## config.mk

```make
export PLATFORM = sky130hd
export DESIGN_NAME = bdrs_ctrl
export DESIGN_NICKNAME = d
export VERILOG_FILES = /design/src/hdl/bdrs_pkg.sv /design/src/hdl/bdrs_ctrl.sv
export SDC_FILE = /design/constraint.sdc
export NUM_CORES = 1
export LEC_CHECK = 0
export BUFFER_PORTS_ARGS = -buffer_cell sky130_fd_sc_hd__clkbuf_2
export CORE_AREA = 2 2 39 41
export DETAILED_ROUTE_END_ITERATION = 12
export DIE_AREA = 0 0 41 43
export GPL_TIMING_DRIVEN = 1
export PLACE_DENSITY = 0.59
export REMOVE_ABC_BUFFERS = 1
export SKIP_LAST_GASP = 1
export SLEW_MARGIN = 20
export SYNTH_ARGS = -nofsm -noshare
export SYNTH_HDL_FRONTEND = slang
export SYNTH_SLANG_ARGS = --single-unit
```

## constraint.sdc

```tcl
create_clock -name clk -period 1.3 [get_ports clk]
set_input_delay 0 -clock clk [delete_from_list [all_inputs] [get_ports clk]]
set_output_delay 0 -clock clk [all_outputs]
set_load 0.02 [all_outputs]
```

## src/hdl/bdrs_pkg.sv

```systemverilog
`default_nettype none

package bdrs_pkg;

  // Field widths of the input and result beats.
  localparam int IDX_W  = 10;
  localparam int DATA_W = 32;

  // The query walk index can run one past the last index of a range.
  localparam int WALK_W = IDX_W + 1;

  // Default store geometry.
  localparam int DEPTH_DEF      = 1024;
  localparam int BLOCK_SIZE_DEF = 32;

  // Operation codes.
  localparam logic OP_WRITE = 1'b0;
  localparam logic OP_QUERY = 1'b1;

  // Commands from the controller to the datapath.
  typedef struct packed {
    logic load;      // capture an accepted input beat
    logic clr_step;  // write zero at the clear pointer and advance it
    logic wr_upd;    // write the element and the adjusted block sum
    logic q_step;    // issue one read of the query walk and advance
  } bdrs_cmd_t;

  // Status from the datapath to the controller.
  typedef struct packed {
    logic clr_last;  // clear pointer is at the last entry
    logic is_query;  // operation of the beat presented on the input
    logic more;      // the query walk has not passed the last index yet
  } bdrs_sts_t;

endpackage

`default_nettype wire

```

## src/hdl/bdrs_ctrl.sv

```systemverilog
`default_nettype none

module bdrs_ctrl (
  input  wire logic               clk,
  input  wire logic               rst_n,
  input  wire logic               start,
  output logic                    busy,
  output logic                    out_valid,
  input  wire bdrs_pkg::bdrs_sts_t sts,
  output bdrs_pkg::bdrs_cmd_t     cmd
);
  import bdrs_pkg::*;

  typedef enum logic [5:0] {
    ST_CLEAR  = 6'b000001,
    ST_IDLE   = 6'b000010,
    ST_WR_RD  = 6'b000100,
    ST_WR_UPD = 6'b001000,
    ST_Q_RUN  = 6'b010000,
    ST_DONE   = 6'b100000
  } state_t;

  state_t state_r;
  state_t state_nxt;

  always_comb begin
    state_nxt = state_r;
    case (state_r)
      ST_CLEAR: begin
        if (sts.clr_last) begin
          state_nxt = ST_IDLE;
        end
      end
      ST_IDLE: begin
        if (start) begin
          state_nxt = sts.is_query ? ST_Q_RUN : ST_WR_RD;
        end
      end
      ST_WR_RD:  state_nxt = ST_WR_UPD;
      ST_WR_UPD: state_nxt = ST_IDLE;
      ST_Q_RUN: begin
        if (!sts.more) begin
          state_nxt = ST_DONE;
        end
      end
      ST_DONE:   state_nxt = ST_IDLE;
      default:   state_nxt = ST_CLEAR;
    endcase
  end

  always_ff @(posedge clk) begin
    if (!rst_n) begin
      state_r <= ST_CLEAR;
    end else begin
      state_r <= state_nxt;
    end
  end

  always_comb begin
    cmd.load     = (state_r == ST_IDLE) && start;
    cmd.clr_step = (state_r == ST_CLEAR);
    cmd.wr_upd   = (state_r == ST_WR_UPD);
    cmd.q_step   = (state_r == ST_Q_RUN);
  end

  assign busy      = (state_r != ST_IDLE);
  assign out_valid = (state_r == ST_DONE);

endmodule

`default_nettype wire

```

==> impl_summary.txt, run 1 <==
----------------------------------------------------
[Timing]
  Count of endpoints failing hold in the final timing report ... 0
  Worst slew margin relative to its limit ... 0.799
  Worst clock skew ... 0.00281 ns
  Shortest clock period the worst path allows after layout ... ~1.5 ns
  Setup TNS ... -0.811 ns
  Setup slack after layout ... -0.208 ns
  Fmax ... between 0.6 and 0.7 GHz
  Share of the clock period used by the worst path ... 1.16
  Transition at the pin with the smallest max-transition slack ... 0.301 ns
  RSZ-0062 raised after global routing ... yes
  Number of pins exceeding their max-slew limit in the final report ... 0
  Number of setup violations in the final report ... 8

[Cells and area]
  Top reg by flops ... state_r
  Multi-input gate area in the final layout ... approximately 270 µm²
  Filler instances ... ~140
  Biggest regs ... state_r: 6 flops
  Diode count ... 0
  Register area ... approximately 130 µm²
  Number of nets in the finished design ... 74
  Final Core Density ... 0.441
  Share of post-route cells with drive strength above 1 ... 0.606
  Flip-flop count of the largest register after layout ... 6
  Layout overhead on the synthesized area ... 72.4%

[Die]
  Initial Utilization ... 0.256
  Cell row count ... 14
  Core Footprint ... 1380 µm²
  Die extent in y ... around 43 µm
  Ports placed on the boundary ... 12
  Die area ... around 1800 µm²
  Die width ... ~41 µm

[Worst setup path]
  Maximum fanout along the worst path ... 5
  CP max-delay cell ... sky130_fd_sc_hd__or4_4
  Type of the worst setup path ... reg -> out
  Startpoint type of the worst setup path ... register
  CP max stage delay ... just under 0.6 ns
  Number of buffers and inverters on the critical path ... 1
  CP required ... around 1.3 ns
  Critical Path End Type ... primary output
  Ordered list of cells on the worst path ... or4_4 -> nor2_4 -> and2_4 -> buf_8
  Cell family with the largest share of critical-path delay ... simple AND/OR/NAND/NOR gates
  Critical Path AT ... roughly 1.5 ns

[Drt]
  Metal1 wirelength ... about 340 µm
  WL met3 ... roughly 73 µm
  Initial DRC count ... 7
  Met2 WL post-DR ... 400 µm
  Highest metal used ... met4
  Drt pass-1 iters ... 4
  Detailed-route via count ... ~400
  Via-per-instance ratio ... slightly below 5
  Total wirelength of the detailed-routed design ... 830 µm
  DRC violation count after routing ... 0
  Post-detailed-route count of antenna-violating nets ... 0
  Detailed-route wire length per cell ... 10.1 µm

[Clock network]
  Buffer cell driving the clock tree root ... sky130_fd_sc_hd__clkbuf_4
  Reg clk slew, reported paths ... approximately 0.04 ns
  Later-pin clock latency in the skew report ... 0.24 ns
  Clock buffers created by TritonCTS ... 3
  Clk sinks ... 6
  H-tree lvl count ... 1
  Hold bufs inserted after CTS ... 0
  Maximum number of buffers from clock root to sink ... 2
  Clock tree from TritonCTS ... done

[Global routing]
  Total overflow reported by the global router ... 0
  Pin count of the biggest net entering global routing ... 10
  Total routing usage reported by global routing ... 0.119
  Wire length of the first global-routing pass ... about 1400 µm
  Antenna violations before repair ... 0
  Number of global-route vias before repair ... 346

[Logic synthesis]
  Top area cells in the synthesized netlist ... sky130_fd_sc_hd__dfxtp_1 (34%), sky130_fd_sc_hd__and3b_1 (4.9%), sky130_fd_sc_hd__nor4b_1 (4.9%), sky130_fd_sc_hd__xor2_1 (4.9%), sky130_fd_sc_hd__o21ai_0 (4.2%)
  Area share of the leading cell type in the synthesized netlist ... 0.339
  Post-synth EDFFs ... 0
  Distinct cells, synth ... 24
  Most common cell in the synthesized netlist ... sky130_fd_sc_hd__dfxtp_1
  Synth Area in Adders ... 0
  Count of synthesis-stage warnings from yosys ... 0
  Area fraction in compound gates after synthesis ... 0.194
  Post-synthesis sequential element count ... 6
  Cells after synthesis ... 43
  Synth cell count leaders ... sky130_fd_sc_hd__dfxtp_1 (6), sky130_fd_sc_hd__nand2_1 (4), sky130_fd_sc_hd__nor2_1 (4)
  Dominant combinational cell family by area after synthesis ... simple AND/OR/NAND/NOR gates
  Proportion of synthesized chip area in sequential cells ... 0.339
  Average instance area after synthesis ... slightly above 8 µm²
  Summed instance area of the synthesized netlist ... roughly 350 µm²
  Fraction of synthesized cell area in xor and xnor cells ... 0.0495
  Main synth FF type ... sky130_fd_sc_hd__dfxtp_1
  Cell taking the most area after synthesis ... sky130_fd_sc_hd__dfxtp_1
  Synthesized-area fraction occupied by and/or/nand/nor cells ... 0.378
  Share of cell area taken by muxes after synthesis ... 0
  Share of flip-flops with an asynchronous set or reset ... 0

[Status]
  Violated checks ... negative setup slack
  Run status ... finished with violations

[Power and ir drop]
  Maximum resistive drop on vdd ... slightly below 0.4 mV
  Leakage power of the design ... between 0.0002 and 0.0003 µW
  Power per standard cell area ... 860 nW/µm²
  Post-layout power ... around 520 µW

[Worst hold path]
  HP Class ... in -> reg

[Placement]
  HPWL after detailed placement ... 615 µm
  PortBufs ... 11
  Final weighted congestion in routability-driven placement ... between 0.7 and 0.8

[Run]
  MaxCap Viol Count ... 0

----------------------------------------------------
==> worst reg2reg max path, stage by stage (launching register included) <==
cell                      delay [ns]
sky130_fd_sc_hd__dfxtp_2        0.33
sky130_fd_sc_hd__or4_4          0.58
sky130_fd_sc_hd__nor2_4         0.11
sky130_fd_sc_hd__and2_4         0.15
sky130_fd_sc_hd__and3b_1        0.15
==> repair_timing <==
| action | in CTS | in global routing |
|---|---|---|
| pin swaps | 2 | 3 |
| buffers inserted | 1 | 3 |
| gates resized for setup | 11 | 15 |
| setup endpoints to repair | 8 | 11 |
==> where the power goes <==
| group | internal [µW] | switching, µW |
|---|---|---|
| clock | 104 | 61.2 |
| combinational | 80.6 | 70.0 |
| sequential | 194 | 14.9 |
| total | 379 | 146 |
==> path summary, 6_finish.rpt <==
| kind | startpoint | to | slack [ns] | cells past startpoint |
|---|---|---|---|---|
| hold reg to reg | state_r[2] | state_r[3] | 0.62 | 3 |
| setup / recovery | state_r[5] | cmd[0] | -0.21 | 4 |
| hold / removal | sts[1] | state_r[4] | 0.02 | 3 |
| setup reg to reg | state_r[5] | state_r[5] | -0.07 | 4 |
==> layout by cell type (no fill, tap or decap), drive strengths merged <==
cell	netlist	final
buf	2	14
clkbuf	0	11
dfxtp	6	6
nor2	5	5
nand2	4	4
o21ai	3	3
nor4b	2	2
nor3	2	2
and3b	2	2
xor2	2	2
o211ai	2	2
and2	2	2
nor3b	1	1
or4	1	1
nand2b	1	1
and3	1	1
inv	1	1
a31oi	1	1
o211a	1	1
a211oi	1	1
o22ai	1	1
a32oi	1	1
nor2b	1	1
==> layout make-up <==
cell class,instances,share of cell area
Multi-Input combinational cell,34,0.447
Timing Repair Buffer,22,0.273
Inverter,1,0.00615
Sequential cell,6,0.205
Tap cell,16,0.0328
Clock buffer,3,0.0369
==> cells by family (layout without fill, tap and decap cells) <==
logic type | after synthesis | in the layout
DFF | 6 | 6
AOI/OAI and AO/OA | 10 | 10
xor gates and xnor gates | 2 | 2
and+or+nand+nor | 22 | 22
buffers and inverters | 3 | 26
==> per-stage QoR <==
| step | setup WS, ns | std cells | hold WS (ns) | instance area (µm²) |
|---|---|---|---|---|
| after floorplan | -0.0693 | 41 | 0.0889 | 344 |
| after global routing | -0.252 | 82 | 0.0381 | 611 |
| after CTS | -0.230 | 79 | 0.0113 | 544 |
| final | -0.208 | 82 | 0.0197 | 611 |
| after global placement | -0.0344 | 75 | 0.276 | 472 |
| after detailed placement | -0.0521 | 75 | 0.266 | 472 |
==> layer usage <==
| layer | track usage | vias to the layer above |
|---|---|---|
| met3 | 0.0314 | 2 |
| li1 | - | 205 |
| met4 | 0.0800 | 0 |
| met2 | 0.147 | 13 |
| met5 | 0 | - |
| met1 | 0.172 | 178 |
Power figures use the tool's default switching activity.
==> inputs of run 2 (changes only) <==
--- a/config.mk
+++ b/config.mk
@@ -10,7 +10,7 @@
 export DETAILED_ROUTE_END_ITERATION = 12
 export DIE_AREA = 0 0 41 43
 export GPL_TIMING_DRIVEN = 1
-export PLACE_DENSITY = 0.59
+export PLACE_DENSITY = 0.58
 export REMOVE_ABC_BUFFERS = 1
 export SKIP_LAST_GASP = 1
 export SLEW_MARGIN = 20
==> constraint.sdc (replaced) <==
create_clock -name clk -period 1.6 [get_ports clk]
set_input_delay 0 -clock clk [delete_from_list [all_inputs] [get_ports clk]]
set_output_delay 0 -clock clk [all_outputs]
set_load 0.02 [all_outputs]
==> impl_summary.txt, run 2 (synthesis results as in run 1) <==
----------------------------------------------------
[Global routing]
  Pin count of the biggest net entering global routing ... 10
  Wire length of the first global-routing pass ... 1230 µm
  M2 GR Usage ... 0.147
  Number of global-route vias before repair ... 315
  Antenna violations before repair ... 0
  Total overflow reported by the global router ... 0
  Met3 layer usage reported by global route ... 0.0209
  Global-route track usage on met1 ... 0.123
  Grt peak-use layer ... met2
  Total routing usage reported by global routing ... 0.108

[Clock network]
  Buffer cell driving the clock tree root ... sky130_fd_sc_hd__clkbuf_4
  Clock tree from TritonCTS ... done
  Clk sinks ... 6
  Later-pin clock latency in the skew report ... roughly 0.24 ns
  Clock buffers created by TritonCTS ... 3
  Maximum number of buffers from clock root to sink ... 2
  Reg clk slew, reported paths ... 0.04 ns
  H-tree lvl count ... 1

[Timing]
  Number of pins exceeding their max-slew limit in the final report ... 0
  Worst clock skew ... around 0.0014 ns
  Transition at the pin with the smallest max-transition slack ... roughly 0.45 ns
  RSZ-0062 raised after global routing ... yes
  Shortest clock period the worst path allows after layout ... 1.57 ns
  Share of the clock period used by the worst path ... 0.980
  Worst slew margin relative to its limit ... 0.699
  Count of endpoints failing hold in the final timing report ... 0
  Worst hold-check slack ... 0.00515 ns
  Fmax ... 0.638 GHz
  Number of setup violations in the final report ... 0

[Worst setup path]
  Worst reg-to-reg path cell count ... 4
  Startpoint type of the worst setup path ... register
  Maximum fanout along the worst path ... 6
  Critical Path AT ... ~1.6 ns
  CP required ... about 1.6 ns
  Critical Path End Type ... primary output
  Type of the worst setup path ... reg -> out

[Cells and area]
  Layout overhead on the synthesized area ... 29.0%
  Fin cells ... 72
  Most frequent standard cell in the layout excluding fill and tap cells ... sky130_fd_sc_hd__clkbuf_2
  Biggest regs ... state_r: 6 flops
  Filler instances ... about 150
  Flip-flop count of the largest register after layout ... 6
  Diode count ... 0
  Most used cells in the layout excluding fill and tap cells ... sky130_fd_sc_hd__clkbuf_2 (10), sky130_fd_sc_hd__nor2_1 (4), sky130_fd_sc_hd__nand2_1 (4), sky130_fd_sc_hd__dfxtp_1 (4)
  Top reg by flops ... state_r
  Number of nets in the finished design ... 64
  Share of post-route cells with drive strength above 1 ... 0.357
  Area of all placed cells without fillers ... around 460 µm²
  Final Core Density ... 0.330

[Power and ir drop]
  Power share of the clock group ... 0.358
  Leakage power of the design ... 0.000218 µW
  Maximum resistive drop on vdd ... around 0.25 mV
  Internal Pwr Total ... 280 µW
  Post-layout power ... slightly below 400 µW
  Share of total power in sequential cells ... 0.432
  Power per standard cell area ... 853 nW/µm²
  Combinational group share of total power ... 0.210
  Sw frac ... 0.281
  Sw power ... between 100 and 150 µW

[Die]
  Ports placed on the boundary ... 12
  Cell row count ... 14
  Die width ... between 40 and 50 µm
  Initial Utilization ... 0.256
  Die area ... approximately 1800 µm²
  Core Footprint ... 1380 µm²
  Die extent in y ... ~43 µm

[Drt]
  Via-per-instance ratio ... roughly 5.0
  Detailed-route via count ... 362
  DRC violation count after routing ... 0
  Detailed-route wire length per cell ... about 11 µm
  Post-detailed-route count of antenna-violating nets ... 0
  Initial DRC count ... 5
  Total wirelength of the detailed-routed design ... about 790 µm
  Drt pass-1 iters ... 2

[Status]
  Run status ... finished clean

[Placement]
  PortBufs ... 11
  Final weighted congestion in routability-driven placement ... 0.738
  Count of placed standard cells including taps ... 68
  HPWL after detailed placement ... about 610 µm
  Total cell area at the placement stage ... between 400 and 500 µm²

[Worst hold path]
  HP Class ... in -> reg
  Number of stages on the worst hold path ... 2

[Run]
  MaxCap Viol Count ... 0

----------------------------------------------------
## run 2: cell count changes in the layout (fill, tap and decap cells not counted), sizes merged
cell,previous run,this run
buf,14,2
clkbuf,11,13
## run 2: power by group through the flow
| stage | combinational (µW) | sequential [µW] | clock (µW) |
|---|---|---|---|
| 2_1_floorplan | 54.0 | 167 | 0 |
| 3_3_place_gp | 76.5 | 170 | 0 |
| 3_5_place_dp | 75.5 | 170 | 0 |
| 4_1_cts | 75.7 | 167 | 146 |
| 5_1_grt | 89.1 | 170 | 148 |
| 6_report | 82.0 | 168 | 139 |
## run 2: final timing paths
path	start	end	slack, ns
min	rst_n	state_r[0]	0.005
min reg2reg	state_r[2]	state_r[3]	0.48
max	state_r[5]	cmd[2]	0.03
max reg2reg	state_r[5]	state_r[0]	0.16
## run 2: repair_timing
item | CTS | global route
endpoints found under the hold margin | 0 | 0
buffers inserted | 0 | 1
hold buffers | 0 | 0
setup endpoints to repair | 0 | 1
resized for setup | 0 | 4
## run 2: layout make-up
class / count / area, µm² / area share
clock buffers: 3 / 22.5 / 0.0493
inverters: 1 / 3.75 / 0.00822
multi-input cells: 34 / 225 / 0.493
flip-flops and latches: 6 / 123 / 0.268
well taps: 16 / 20.0 / 0.0438
repair buffers: 12 / 62.6 / 0.137
## run 2: stage by stage
stage          setup slack, ns  TNS [ns]
2_1_floorplan            0.231         0
3_3_place_gp             0.227         0
3_5_place_dp             0.228         0
4_1_cts                0.00413         0
5_1_grt                -0.0131   -0.0131
6_report                0.0321         0
## run 2: layer usage
layer | share of wire | routed length, µm | vias to the layer above
li1 | - | - | 184
met1 | 0.43 | 338 | 166
met2 | 0.48 | 385 | 10
met3 | 0.072 | 57 | 2
met4 | 0.015 | 12 | 0
met5 | 0 | 0 | -
## run 2: critical path: stages, from the launching register on
cell and delay [ns]:
sky130_fd_sc_hd__dfxtp_2 0.34, sky130_fd_sc_hd__or4_4 0.57, sky130_fd_sc_hd__buf_4 0.16, sky130_fd_sc_hd__nor2_1 0.09
sky130_fd_sc_hd__clkbuf_2 0.17
==> inputs of run 3 (changes only) <==
--- a/config.mk
+++ b/config.mk
@@ -7,6 +7,7 @@
 export LEC_CHECK = 0
 export BUFFER_PORTS_ARGS = -buffer_cell sky130_fd_sc_hd__clkbuf_2
 export CORE_AREA = 2 2 39 41
+export CTS_CLUSTER_DIAMETER = 150
 export DETAILED_ROUTE_END_ITERATION = 12
 export DIE_AREA = 0 0 41 43
 export GPL_TIMING_DRIVEN = 1
==> constraint.sdc (replaced) <==
create_clock -name clk -period 1.7 [get_ports clk]
set_input_delay 0 -clock clk [delete_from_list [all_inputs] [get_ports clk]]
set_output_delay 0 -clock clk [all_outputs]
set_load 0.02 [all_outputs]
==> impl_summary.txt, run 3 (synthesis results as in run 1) <==
----------------------------------------------------
[Clock network]
  Post-CTS resize count ... 0
  Clk sinks ... 6
  Reg clk slew, reported paths ... approximately 0.04 ns
  Clock buffers created by TritonCTS ... 3
  Clock tree from TritonCTS ... done
  Maximum number of buffers from clock root to sink ... 2
  Hold bufs inserted after CTS ... 0
  Post-CTS setup repair buffer count ... 0
  H-tree lvl count ... 1
  Buffer cell driving the clock tree root ... sky130_fd_sc_hd__clkbuf_4
  Later-pin clock latency in the skew report ... approximately 0.24 ns

[Timing]
  Share of the clock period used by the worst path ... 0.938
  Worst hold-check slack ... around 0.0041 ns
  Fmax ... approximately 0.63 GHz
  Shortest clock period the worst path allows after layout ... 1.60 ns
  Worst clock skew ... 0.00203 ns
  Number of pins exceeding their max-slew limit in the final report ... 0
  Setup TNS ... 0 ns
  Worst slew margin relative to its limit ... 0.699
  Transition at the pin with the smallest max-transition slack ... 0.446 ns
  RSZ-0062 raised after global routing ... no
  Number of setup violations in the final report ... 0
  Count of endpoints failing hold in the final timing report ... 0

[Power and ir drop]
  Leakage power of the design ... 0.000210 µW
  Maximum resistive drop on vdd ... around 0.23 mV
  Power per standard cell area ... around 800 nW/µm²

[Drt]
  Post-detailed-route count of antenna-violating nets ... 0
  Total wirelength of the detailed-routed design ... 798 µm
  DRC violation count after routing ... 0
  Detailed-route wire length per cell ... 11.2 µm
  Detailed-route via count ... 367
  Initial DRC count ... 7
  Via-per-instance ratio ... roughly 5.2
  Drt pass-1 iters ... 4

[Cells and area]
  Flip-flop count of the largest register after layout ... 6
  Biggest regs ... state_r: 6 flops
  Share of post-route cells with drive strength above 1 ... 0.309
  Most frequent standard cell in the layout excluding fill and tap cells ... sky130_fd_sc_hd__clkbuf_2
  Top reg by flops ... state_r
  Number of nets in the finished design ... between 60 and 70
  Fin cells ... around 70
  Most used cells in the layout excluding fill and tap cells ... sky130_fd_sc_hd__clkbuf_2 (11), sky130_fd_sc_hd__dfxtp_1 (6), sky130_fd_sc_hd__nor2_1 (4), sky130_fd_sc_hd__nand2_1 (4)
  Diode count ... 0
  Layout overhead on the synthesized area ... 24.7%

[Worst setup path]
  CP max stage delay ... between 0.5 and 0.6 ns
  CP max-delay cell ... sky130_fd_sc_hd__or4_4
  Critical Path End Type ... primary output
  Ordered list of cells on the worst path ... or4_4 -> nor2_2 -> and2_4 -> clkbuf_2
  CP required ... about 1.7 ns
  Number of buffers and inverters on the critical path ... 1
  Critical Path AT ... about 1.6 ns
  Type of the worst setup path ... reg -> out
  Startpoint type of the worst setup path ... register
  Maximum fanout along the worst path ... 5
  Cell family with the largest share of critical-path delay ... simple AND/OR/NAND/NOR gates

[Die]
  Core Footprint ... 1380 µm²
  Die extent in y ... about 43 µm
  Cell row count ... 14
  Initial Utilization ... 0.256
  Die area ... 1760 µm²
  Die width ... around 40 µm
  Ports placed on the boundary ... 12

[Placement]
  Count of placed standard cells including taps ... a little under 70
  HPWL after detailed placement ... between 600 and 700 µm
  PortBufs ... 11
  Final weighted congestion in routability-driven placement ... approximately 0.74

[Global routing]
  Antenna violations before repair ... 0
  Total routing usage reported by global routing ... 0.108
  Total overflow reported by the global router ... 0
  Wire length of the first global-routing pass ... around 1200 µm
  Pin count of the biggest net entering global routing ... 10
  Number of global-route vias before repair ... approximately 320

[Run]
  MaxCap Viol Count ... 0

[Worst hold path]
  HP Class ... in -> reg

[Status]
  Run status ... finished clean

----------------------------------------------------
run 3: cell types whose count changed in the layout (fill, tap and decap cells not counted), sizes merged:
cell,before,now
buf,2,0
clkbuf,13,14
run 3: final timing paths:
kind	start	endpoint	slack [ns]	cells past startpoint
worst max-delay path	state_r[1]	cmd[0]	0.10	4
worst min-delay path	rst_n	state_r[0]	0.004	2
worst min register to register	state_r[2]	state_r[3]	0.52	2
worst max register to register	state_r[1]	state_r[5]	0.31	4
run 3: report_power, final:
| group | leakage (µW) | switching [µW] | internal (µW) |
|---|---|---|---|
| Sequential | 0.0000488 | 10.5 | 147 |
| Combinational | 0.000148 | 37.9 | 32.3 |
| Clock | 0.0000138 | 53.1 | 80.0 |
| Total | 0.000210 | 101 | 259 |
run 3: through the flow:
step	power, µW	util	cell area [µm²]	setup slack (ns)
finish	361	0.319	442	0.105
global route	376	0.319	442	0.0386
CTS	366	0.319	442	0.104
detailed placement	231	0.303	419	0.328
global placement	232	0.303	419	0.327
floorplan	208	-	344	0.331
run 3: area by class of cell:
class	instances	area, µm²
inverter	1	3.75
timing repair buffer	11	55.1
tap	16	20.0
fill	148	942
clock buffer	3	22.5
sequential	6	120
multi-input combinational	34	220
run 3: metal layers:
layer  GRT usage  up-vias  wire (µm)
li1            -      182          -
met1       0.123      169        335
met2       0.147       12        385
met3      0.0209        4         57
met4       0.120        0         20
met5           0        -          0
run 3: worst register-to-register path, delay by kind of cell, from the launching register on:
family | cells | cell delay, ns
flip-flops | 1 | 0.34
AND/OR/NAND/NOR | 4 | 0.99
